File: src/rtl/core/dvl_pkg.sv
`default_nettype none

package dvl_pkg;

    localparam int unsigned CMD_W    = 3;
    localparam int unsigned DATA_W   = 32;
    localparam int unsigned STATUS_W = 2;

    typedef enum logic [CMD_W-1:0] {
        OP_INS_FRONT = 3'd0,
        OP_INS_BACK  = 3'd1,
        OP_REM_FRONT = 3'd2,
        OP_REM_BACK  = 3'd3,
        OP_LIST      = 3'd4
    } dvl_op_t;

    typedef enum logic [STATUS_W-1:0] {
        ST_OK    = 2'd0,
        ST_EMPTY = 2'd1,
        ST_FULL  = 2'd2
    } dvl_status_t;

    typedef enum logic {
        S_IDLE = 1'b0,
        S_LIST = 1'b1
    } dvl_state_t;

    // controller to datapath
    typedef struct packed {
        logic        ins_front;
        logic        ins_back;
        logic        rem_front;
        logic        rem_back;
        logic        list_load;
        logic        list_read;
        logic        emit;
        dvl_status_t emit_status;
    } dvl_cmd_t;

    // datapath to controller
    typedef struct packed {
        logic empty;
        logic full;
        logic list_final;
    } dvl_stat_t;

endpackage

`default_nettype wire

File: src/rtl/core/double_ended_value_list_core.sv
// channel   | ports                             | handshake
// ----------+-----------------------------------+-------------------------------
// command   | start, busy, command, value       | taken when start && !busy
// result    | result_valid, status, element,    | one-cycle strobe, no backpressure
//           | last                              |
//
// insert and remove are applied on acceptance; the result shows the cycle after acceptance
// a list holds busy while the single read port of the ring store walks front to
// back, one element per cycle, each result showing the cycle after its read
// unused command codes are absorbed with no result
// reset (rst_n low, asynchronous) empties the list; store contents are not cleared
// results cannot be stalled by the receiver
`default_nettype none

module double_ended_value_list_core #(
    parameter int unsigned CAPACITY = 16
) (
    input  wire logic                                clk,
    input  wire logic                                rst_n,
    input  wire logic                                start,
    output logic                                     busy,
    input  wire logic [dvl_pkg::CMD_W-1:0]           command,
    input  wire logic signed [dvl_pkg::DATA_W-1:0]   value,
    output logic                                     result_valid,
    output logic [dvl_pkg::STATUS_W-1:0]             status,
    output logic signed [dvl_pkg::DATA_W-1:0]        element,
    output logic                                     last
);

    dvl_pkg::dvl_cmd_t  cmd;
    dvl_pkg::dvl_stat_t stat;

    dvl_ctrl u_ctrl (
        .clk     (clk),
        .rst_n   (rst_n),
        .start   (start),
        .command (command),
        .stat    (stat),
        .cmd     (cmd),
        .busy    (busy)
    );

    dvl_datapath #(
        .CAPACITY (CAPACITY)
    ) u_datapath (
        .clk          (clk),
        .rst_n        (rst_n),
        .cmd          (cmd),
        .value        (value),
        .stat         (stat),
        .result_valid (result_valid),
        .status       (status),
        .element      (element),
        .last         (last)
    );

endmodule

`default_nettype wire

File: src/rtl/core/dvl_ctrl.sv
`default_nettype none

module dvl_ctrl (
    input  wire logic                        clk,
    input  wire logic                        rst_n,
    input  wire logic                        start,
    input  wire logic [dvl_pkg::CMD_W-1:0]   command,
    input  wire dvl_pkg::dvl_stat_t          stat,
    output dvl_pkg::dvl_cmd_t                cmd,
    output logic                             busy
);

    dvl_pkg::dvl_state_t state_reg;
    dvl_pkg::dvl_state_t state_next;

    always_ff @(posedge clk or negedge rst_n)
    begin
        if (!rst_n)
        begin
            state_reg <= dvl_pkg::S_IDLE;
        end
        else
        begin
            state_reg <= state_next;
        end
    end

    always_comb
    begin
        state_next      = state_reg;
        cmd             = '0;
        cmd.emit_status = dvl_pkg::ST_OK;
        busy            = 1'b0;
        unique case (state_reg)
            dvl_pkg::S_IDLE:
            begin
                if (start)
                begin
                    unique case (command)
                        dvl_pkg::OP_INS_FRONT:
                        begin
                            cmd.emit = 1'b1;
                            if (stat.full)
                            begin
                                cmd.emit_status = dvl_pkg::ST_FULL;
                            end
                            else
                            begin
                                cmd.ins_front = 1'b1;
                            end
                        end
                        dvl_pkg::OP_INS_BACK:
                        begin
                            cmd.emit = 1'b1;
                            if (stat.full)
                            begin
                                cmd.emit_status = dvl_pkg::ST_FULL;
                            end
                            else
                            begin
                                cmd.ins_back = 1'b1;
                            end
                        end
                        dvl_pkg::OP_REM_FRONT:
                        begin
                            cmd.emit = 1'b1;
                            if (stat.empty)
                            begin
                                cmd.emit_status = dvl_pkg::ST_EMPTY;
                            end
                            else
                            begin
                                cmd.rem_front = 1'b1;
                            end
                        end
                        dvl_pkg::OP_REM_BACK:
                        begin
                            cmd.emit = 1'b1;
                            if (stat.empty)
                            begin
                                cmd.emit_status = dvl_pkg::ST_EMPTY;
                            end
                            else
                            begin
                                cmd.rem_back = 1'b1;
                            end
                        end
                        dvl_pkg::OP_LIST:
                        begin
                            if (stat.empty)
                            begin
                                cmd.emit        = 1'b1;
                                cmd.emit_status = dvl_pkg::ST_EMPTY;
                            end
                            else
                            begin
                                cmd.list_load = 1'b1;
                                state_next    = dvl_pkg::S_LIST;
                            end
                        end
                        // unused codes do nothing
                        default:
                        begin
                        end
                    endcase
                end
            end
            dvl_pkg::S_LIST:
            begin
                busy          = 1'b1;
                cmd.list_read = 1'b1;
                if (stat.list_final)
                begin
                    state_next = dvl_pkg::S_IDLE;
                end
            end
            default:
            begin
                state_next = dvl_pkg::S_IDLE;
            end
        endcase
    end

endmodule

`default_nettype wire

File: src/rtl/core/dvl_datapath.sv
`default_nettype none

module dvl_datapath #(
    parameter int unsigned CAPACITY = 16
) (
    input  wire logic                                clk,
    input  wire logic                                rst_n,
    input  wire dvl_pkg::dvl_cmd_t                   cmd,
    input  wire logic signed [dvl_pkg::DATA_W-1:0]   value,
    output dvl_pkg::dvl_stat_t                       stat,
    output logic                                     result_valid,
    output logic [dvl_pkg::STATUS_W-1:0]             status,
    output logic signed [dvl_pkg::DATA_W-1:0]        element,
    output logic                                     last
);

    localparam int unsigned IDX_W = (CAPACITY > 1) ? $clog2(CAPACITY) : 1;
    localparam int unsigned CNT_W = $clog2(CAPACITY + 1);
    localparam int unsigned SUM_W = CNT_W + 1;

    localparam logic [IDX_W-1:0] IDX_MAX = IDX_W'(CAPACITY - 1);
    localparam logic [CNT_W-1:0] CNT_CAP = CNT_W'(CAPACITY);
    localparam logic [SUM_W-1:0] SUM_CAP = SUM_W'(CAPACITY);

    logic signed [dvl_pkg::DATA_W-1:0] mem [CAPACITY];

    logic [IDX_W-1:0] front_reg,     front_next;
    logic [CNT_W-1:0] count_reg,     count_next;
    logic [IDX_W-1:0] rd_ptr_reg,    rd_ptr_next;
    logic [CNT_W-1:0] remain_reg,    remain_next;
    logic             valid_reg,     valid_next;
    logic [dvl_pkg::STATUS_W-1:0] status_reg, status_next;
    logic             last_reg,      last_next;
    logic             list_out_reg,  list_out_next;
    logic signed [dvl_pkg::DATA_W-1:0] rd_data_reg;

    logic [IDX_W-1:0] front_dec;
    logic [IDX_W-1:0] front_inc;
    logic [IDX_W-1:0] rd_ptr_inc;
    logic [SUM_W-1:0] back_sum;
    logic [IDX_W-1:0] back_addr;
    logic             wr_en;
    logic [IDX_W-1:0] wr_addr;

    assign front_dec  = (front_reg == '0) ? IDX_MAX : front_reg - 1'b1;
    assign front_inc  = (front_reg == IDX_MAX) ? '0 : front_reg + 1'b1;
    assign rd_ptr_inc = (rd_ptr_reg == IDX_MAX) ? '0 : rd_ptr_reg + 1'b1;

    // ring wrap of front + count, sum stays below twice the capacity
    assign back_sum  = SUM_W'(front_reg) + SUM_W'(count_reg);
    assign back_addr = (back_sum >= SUM_CAP) ? IDX_W'(back_sum - SUM_CAP) : IDX_W'(back_sum);

    assign wr_en   = cmd.ins_front | cmd.ins_back;
    assign wr_addr = cmd.ins_front ? front_dec : back_addr;

    assign stat.empty      = (count_reg == '0);
    assign stat.full       = (count_reg >= CNT_CAP);
    assign stat.list_final = (remain_reg == CNT_W'(1));

    always_comb
    begin
        front_next    = front_reg;
        count_next    = count_reg;
        rd_ptr_next   = rd_ptr_reg;
        remain_next   = remain_reg;
        valid_next    = 1'b0;
        status_next   = dvl_pkg::ST_OK;
        last_next     = 1'b0;
        list_out_next = 1'b0;
        if (cmd.ins_front)
        begin
            front_next = front_dec;
            count_next = count_reg + 1'b1;
        end
        if (cmd.ins_back)
        begin
            count_next = count_reg + 1'b1;
        end
        if (cmd.rem_front)
        begin
            front_next = front_inc;
            count_next = count_reg - 1'b1;
        end
        if (cmd.rem_back)
        begin
            count_next = count_reg - 1'b1;
        end
        if (cmd.list_load)
        begin
            rd_ptr_next = front_reg;
            remain_next = count_reg;
        end
        if (cmd.emit)
        begin
            valid_next  = 1'b1;
            status_next = cmd.emit_status;
            last_next   = 1'b1;
        end
        if (cmd.list_read)
        begin
            rd_ptr_next   = rd_ptr_inc;
            remain_next   = remain_reg - 1'b1;
            valid_next    = 1'b1;
            last_next     = stat.list_final;
            list_out_next = 1'b1;
        end
    end

    always_ff @(posedge clk or negedge rst_n)
    begin
        if (!rst_n)
        begin
            front_reg    <= '0;
            count_reg    <= '0;
            rd_ptr_reg   <= '0;
            remain_reg   <= '0;
            valid_reg    <= 1'b0;
            list_out_reg <= 1'b0;
        end
        else
        begin
            front_reg    <= front_next;
            count_reg    <= count_next;
            rd_ptr_reg   <= rd_ptr_next;
            remain_reg   <= remain_next;
            valid_reg    <= valid_next;
            list_out_reg <= list_out_next;
        end
    end

    always_ff @(posedge clk)
    begin
        status_reg <= status_next;
        last_reg   <= last_next;
    end

    always_ff @(posedge clk)
    begin
        if (wr_en)
        begin
            mem[wr_addr] <= value;
        end
        if (cmd.list_read)
        begin
            rd_data_reg <= mem[rd_ptr_reg];
        end
    end

    assign result_valid = valid_reg;
    assign status       = status_reg;
    assign last         = last_reg;
    assign element      = list_out_reg ? rd_data_reg : '0;

    a_count_bound: assert property (@(posedge clk) disable iff (!rst_n)
        count_reg <= CNT_CAP)
        else $error("element count above capacity");

    a_front_bound: assert property (@(posedge clk) disable iff (!rst_n)
        front_reg <= IDX_MAX)
        else $error("front index out of ring");

    a_read_live: assert property (@(posedge clk) disable iff (!rst_n)
        cmd.list_read |-> (remain_reg != '0))
        else $error("list read with nothing left");

    a_one_source: assert property (@(posedge clk) disable iff (!rst_n)
        !(cmd.emit && cmd.list_read))
        else $error("two results in one cycle");

    a_list_ok: assert property (@(posedge clk) disable iff (!rst_n)
        cmd.list_read |=> (result_valid && status == dvl_pkg::ST_OK))
        else $error("list read without ok result");

endmodule

`default_nettype wire

File: config.mk
export PLATFORM = sky130hd
export DESIGN_NAME = double_ended_value_list_core
export DESIGN_NICKNAME = d
export VERILOG_FILES = /design/src/rtl/core/dvl_pkg.sv /design/src/rtl/core/double_ended_value_list_core.sv /design/src/rtl/core/dvl_ctrl.sv /design/src/rtl/core/dvl_datapath.sv
export SDC_FILE = /design/constraint.sdc
export NUM_CORES = 1
export LEC_CHECK = 0
export BUFFER_PORTS_ARGS = -buffer_cell sky130_fd_sc_hd__buf_2
export CORE_ASPECT_RATIO = 2
export CORE_MARGIN = 1.5
export CORE_UTILIZATION = 45
export CTS_BUF_LIST = sky130_fd_sc_hd__clkbuf_4
export CTS_CLUSTER_DIAMETER = 40
export DETAILED_ROUTE_END_ITERATION = 6
export PLACE_DENSITY = 0.65
export SYNTH_ARGS = -nofsm -noshare
export SYNTH_HDL_FRONTEND = slang
export SYNTH_SLANG_ARGS = --single-unit
File: constraint.sdc
create_clock -name clk -period 6.9 [get_ports clk]
set_input_delay 1.38 -clock clk [delete_from_list [all_inputs] [get_ports clk]]
set_output_delay 1.38 -clock clk [all_outputs]
set_load 0.05 [all_outputs]
---- Word-level counts from Yosys, hierarchy flattened ----
Memories as Yosys holds them, arrays and structs flattened. A register that Yosys moved wholly into a read port is not among the register bits.
Cells that the tools add are included.
storage, ports and cells
  bits in registers ....................... 24
  latch bits .............................. 0
  RAM bits ................................ 512
  memory bits (read-only) ................. 0
  input port bits ......................... 38
  output and inout port bits .............. 37
  word-level logic and storage cells ...... 81
  memories ................................ 1
memory list
  name            depth  width  rd ports  clocked after memory_dff  wr ports  line                RTL
  u_datapath.mem  16     32     1         1                         1         dvl_datapath.sv:25  logic signed [dvl_pkg::DATA_W-1:0] mem [CAPACITY];
cells by class
  $add $sub $neg .......................... 8
  multiply operators ...................... 0
  divide/modulo/power cells ............... 0
  magnitude comparators ................... 2
  equal/unequal tests ..................... 7
  shift operators ......................... 0
  muxes and demuxes ....................... 41
  bitwise operators ....................... 4
  reductions and logical operators ........ 9
operators with widths
  kind                                                                number
  two-way mux 5 bit                                                   8
  two-way mux 4 bit                                                   9
  two-way mux 32 bit                                                  1
  two-way mux 1 bit                                                   17
  subtractor 5 x 1 -> 5 bit (second input constant)                   2
  two-way mux 3 bit                                                   3
  case mux 3 bit (3 select lines)                                     1
  adder 4 x 1 -> 4 bit (second input constant)                        2
  equality test 4 bit (second input constant)                         2
  subtractor 4 x 1 -> 4 bit (second input constant)                   2
  adder 4 x 5 -> 6 bit                                                1
  equality test 3 x 2 -> 1 bit (second input constant)                2
  greater-or-equal comparator 6 x 5 -> 1 bit (second input constant)  1
  adder 5 x 1 -> 5 bit (second input constant)                        1
  equality test 5 x 1 -> 1 bit (second input constant)                1
  greater-or-equal comparator 5 bit (second input constant)           1
  logical NOT 5 bit                                                   1
  logical NOT 4 bit                                                   1
  nonzero test 2 bit                                                  2
  nonzero test 4 bit                                                  1
  OR reduction 2 bit                                                  2
  equality test 3 x 1 -> 1 bit (second input constant)                1
  equality test 3 bit (second input constant)                         1
  logical NOT 3 bit                                                   1
  5 further kinds                                                     7

---- Longest topological paths before layout ----
  depth after elaboration ................. 9
  mapped depth ............................ 8
  depth with buffers taken out ............ 7

---- Hierarchy ----
From an unflattened synthesis, not the netlist that was laid out.
second synthesis, totals
  cell total of the unflattened synthesis .. 1186
  area total of the unflattened synthesis .. 22411.5 sq um
by module, submodules not included
  module        instances  cells an instance  area an instance (sq um)  sequential area each (sq um)
  dvl_datapath  1          1166               22246.3                   16896.2
  dvl_ctrl      1          20                 165.2                     25.0

---- Least setup slack after synthesis ----
No wires, ideal clock.
  path kind ............................... in2reg
  start ................................... in command[2] in the netlist's numbering
  end ..................................... mem u_datapath.mem[4][0] in the netlist's numbering (enable)
  setup time .............................. 0.421 ns
  arrival time ............................ 3.863 ns
  data required time ...................... 6.479 ns
  path slack .............................. 2.616 ns
  cell stages on the path ................. 5
  path buffers ............................ 0
  cell sequence ........................... or3b_1 -> or4_1 -> nor2_1 -> a21oi_1 -> nor2_1
on the way
  word-level cells in the longest chain between the ends .. 7
  elaborated cells between the ends (all ways) .. 10
  classes of those cells .................. eq/ne (1); mux (7); bitwise (1); reduce/logical (1)
RTL lines
  item                                                                      line                                RTL
  start, declared                                                           double_ended_value_list_core.sv:22  input wire logic [dvl_pkg::CMD_W-1:0] command,
  equality test 3 x 1 -> 1 bit / logical NOT 3 bit (equally long branches)  dvl_ctrl.sv:39                      unique case (command)
  two-way mux 1 bit                                                         dvl_ctrl.sv:39
  two-way mux 5 bit (*)                                                     dvl_ctrl.sv:37                      if (start)
  two-way mux 5 bit (*)                                                     dvl_ctrl.sv:34                      unique case (state_reg)
  OR 1 bit                                                                  dvl_datapath.sv:53                  assign wr_en = cmd.ins_front | cmd.ins_back;
  two-way mux 1 bit                                                         dvl_datapath.sv:139                 if (wr_en)
  two-way mux 1 bit (implied by the code)                                   dvl_datapath.sv:141                 mem[wr_addr] <= value;
  end, declared                                                             dvl_datapath.sv:25
Mark *: on every way between the ends. The rest lies on a longest branch, timed or not.

---- Worst setup path after layout ----
  start ................................... reg u_datapath.list_out_reg
  end ..................................... out element[11] in the netlist's numbering
on the way
  word-level cells in the longest chain between the ends .. 1
RTL lines
  item                    line                                RTL
  start, declared         dvl_datapath.sv:34                  logic list_out_reg, list_out_next;
  start signal, assigned  dvl_datapath.sv:127                 list_out_reg <= list_out_next;
  two-way mux 32 bit      dvl_datapath.sv:152                 assign element = list_out_reg ? rd_data_reg : '0;
  end, declared           double_ended_value_list_core.sv:26  output logic signed [dvl_pkg::DATA_W-1:0] element,
No other way between the ends.

==> impl_results.md <==
- CTS sink cnt: 568
- Clock Root Buffer: clkbuf_4
- Slew @ Worst Pin: roughly 1.2 ns
- Crit path kind: reg2out
- Worst IR Drop VDD: ~0.34 mV
- H-tree levels: 3
- Reg2reg start: u_ctrl.state_reg
- Synthesis Warnings: 0
- Longest Clk Path Bufs: 3
- Remaining antenna violation count: 0
- Distinct cells, synth: between 50 and 60
- WP data arrival: between 2 and 2.5 ns
- Setup Skew: ~0.047 ns
- Mapped Avg Cell Area: around 19 um2
- Layout cell share with drive strength beyond 1: 0.243
- Post-synth EDFFs: between 500 and 600
- FP Rows: 115
- Die ar.: 0.0511 mm2
- Power Total: just under 10 mW
- Via/cell ratio: 5.64
- Max incr delay on CP: ~0.63 ns
- Die height: 318 um
- Fin util: 0.507
- Setup Buffers After CTS: 0
- GRT Util Overall: 0.195
- Number of global-route vias before repair: around 12000
- Largest cells by area after synthesis: edfxtp_1, mux4_2, mux2i_1, a221oi_1, dfrtp_1
- Most common cell in the synthesized netlist: edfxtp_1
- Top FF cell, synth: edfxtp_1
- Top-area cell type share of the netlist area: 0.731
- Nets: between 1000 and 1500
- Die Width: 161 um
- Worst setup EP type: output pin
- GPL Wtd Cong: 0.838
- Max cap viols: 0
- Routed via count: between 10000 and 15000
- # hold bufs at CTS: 0
- Fin crit period: about 3.8 ns
- WP depth: 3
- DRC viols: 0
- CP Launch Type: register
- Fmax: about 0.26 GHz
- Worst Setup SP: u_datapath.list_out_reg
- Async set-reset flop share out of synthesis: 0.0370
- Reg clk slew, reported paths: 0.07 ns
- Initial antenna violation count: 3
- First-pass GRT wire length: between 70000 and 80000 um
- CP Cell Sequence: buf_4 -> and2_1 -> buf_2
- Final number of hold-violating endpoints: 0
- Worst-path maximum fanout: 19
- Largest register FFs: about 500
- Worst skew pair latency: 0.87 ns
- CP required: around 5.5 ns
- Delay-heaviest family, CP: buffers and inverters
- WL final: 48600 um
- Seq/Total Area, Yosys: 0.757
- Synth cell count leaders: edfxtp_1, mux2i_1, a221oi_1, mux4_2, nand2_1
- P&R area growth vs syn: 11.4%
- 1st-iter DRT viols: 928
- Yosys reg bits: 568
- Setup TNS Final: 0 ns
- Status: finished clean
- RSZ-0062 raised after global routing: false
- I/O pin count: 75
- Synth area leader: edfxtp_1
- Cell area after synthesis: 0.0224 mm2
- Mapped Cells: 1197
- Initial Utilization: 0.456
- CTS tree: yes
- Core ar.: 0.0491 mm2
- Worst setup endpoint: element[11]
- Syn_nets: between 1000 and 1500
- Pin count of the biggest net entering global routing: 83
- TritonRoute pass-1 iters: 7
- Grt total ovfl: 0
- Pwr/cell area: between 300 and 400 mW/mm2
- R2r setup slk: ~3.2 ns
- Relative slew slack: 0.216
- # fillers: slightly below 4000
- Leak: 8.34 nW
- Worst reg-to-reg path cell count: 5
- CTS resizes: 0
- CTS Buf Count: 119
- DP HPWL: roughly 30000 um
- RR Endpoint: u_datapath.mem[0][20]
- Period utilization: 0.549
- Final Max Slew Viols: 0
- CP Buf/Inv Count: 2
- Endpoints failing setup: 0
- Avg WL per Cell: between 20 and 25 um
- Count of buffers from port buffering: 74
- HP Class: in2async
- Crit path max-delay cell type: dfrtp_1
[layer usage]
layer | track usage | vias to the layer above | routed length (um) | share of wire
met3 | 0.0367 | 83 | 2200 | 0.045
met4 | 0.0667 | 0 | 1190 | 0.025
met1 | 0.240 | 5997 | 19400 | 0.40
met2 | 0.343 | 343 | 25800 | 0.53
met5 | 0 | - | 0 | 0
li1 | - | 5235 | - | -
[logic make-up (layout without fill, tap and decap cells)]
| group | count (synthesis) | count (layout) | share of synthesized area |
|---|---|---|---|
| multiplexers | 195 | 195 | 0.123 |
| AND/OR/NAND/NOR | 151 | 151 | 0.0344 |
| buffers and inverters | 79 | 303 | 0.0154 |
| XOR/XNOR | 12 | 12 | 0.00470 |
| flip-flops | 568 | 568 | 0.757 |
| adder cells (fa/ha/maj) | 12 | 12 | 0.00705 |
| AO/OA/AOI/OAI | 180 | 180 | 0.0584 |
| other | 0 | 3 | 0 |
[how the worst min path moves through the flow]
stage                                  start                  endpoint  slack [ns]
detailed placement  u_datapath.remain_reg[0]  u_datapath.remain_reg[0]        0.55
global route                           rst_n  u_datapath.rd_ptr_reg[2]        0.46
finish                                 rst_n  u_datapath.remain_reg[3]        0.48
global placement    u_datapath.remain_reg[0]  u_datapath.remain_reg[0]        0.54
CTS                                    rst_n  u_datapath.rd_ptr_reg[2]        0.42
floorplan           u_datapath.remain_reg[0]  u_datapath.remain_reg[0]        0.50
[stage by stage]
stage / setup WS, ns / cells / hold WS [ns] / area [um2]
final: 3.12 / 2067 / 0.475 / 24900
after global routing: 2.89 / 2066 / 0.457 / 24900
after CTS: 2.94 / 2064 / 0.416 / 24900
after detailed placement: 2.50 / 1859 / 0.550 / 23500
after global placement: 2.61 / 1859 / 0.539 / 23500
after floorplan: 2.62 / 1197 / 0.496 / 22400
[report_power, final]
part           internal (mW)  switching, mW  leakage, nW
clock                   1.13           1.23        0.844
sequential              4.10          0.251         5.18
combinational           1.13           2.05         2.31
[worst reg2reg max path, cell delays in order, from the launching register on]
cell     delay, ns
dfrtp_2       0.40
buf_4         0.35
or3b_1        0.55
nor4_1        0.51
a22oi_1       0.48
nor2_4        1.02
[cells in the final DEF (no fill, tap or decap), types with 13 or more instances in the layout]
master and instances:
mux4_2 64, edfxtp_1 544, nor2_4 16, o21ai_0 42
and2_1 32, nor2_1 20, dfrtp_1 18, nand2_1 50
inv_1 13, a221oi_1 65, buf_2 74, mux2i_1 131
clkinv_1 37, clkbuf_4 157, a22oi_1 36
[cell type report]
class,instances,area (um2),area share
flip-flops and latches,568,16900,0.680
inverters,13,48.8,0.00196
clock buffers,157,1180,0.0473
clock inverters,48,241,0.00970
well taps,643,805,0.0323
diodes,3,7.51,0.000302
repair buffers,85,465,0.0187
multi-input cells,550,5220,0.210
Power figures use the tool's default switching activity.
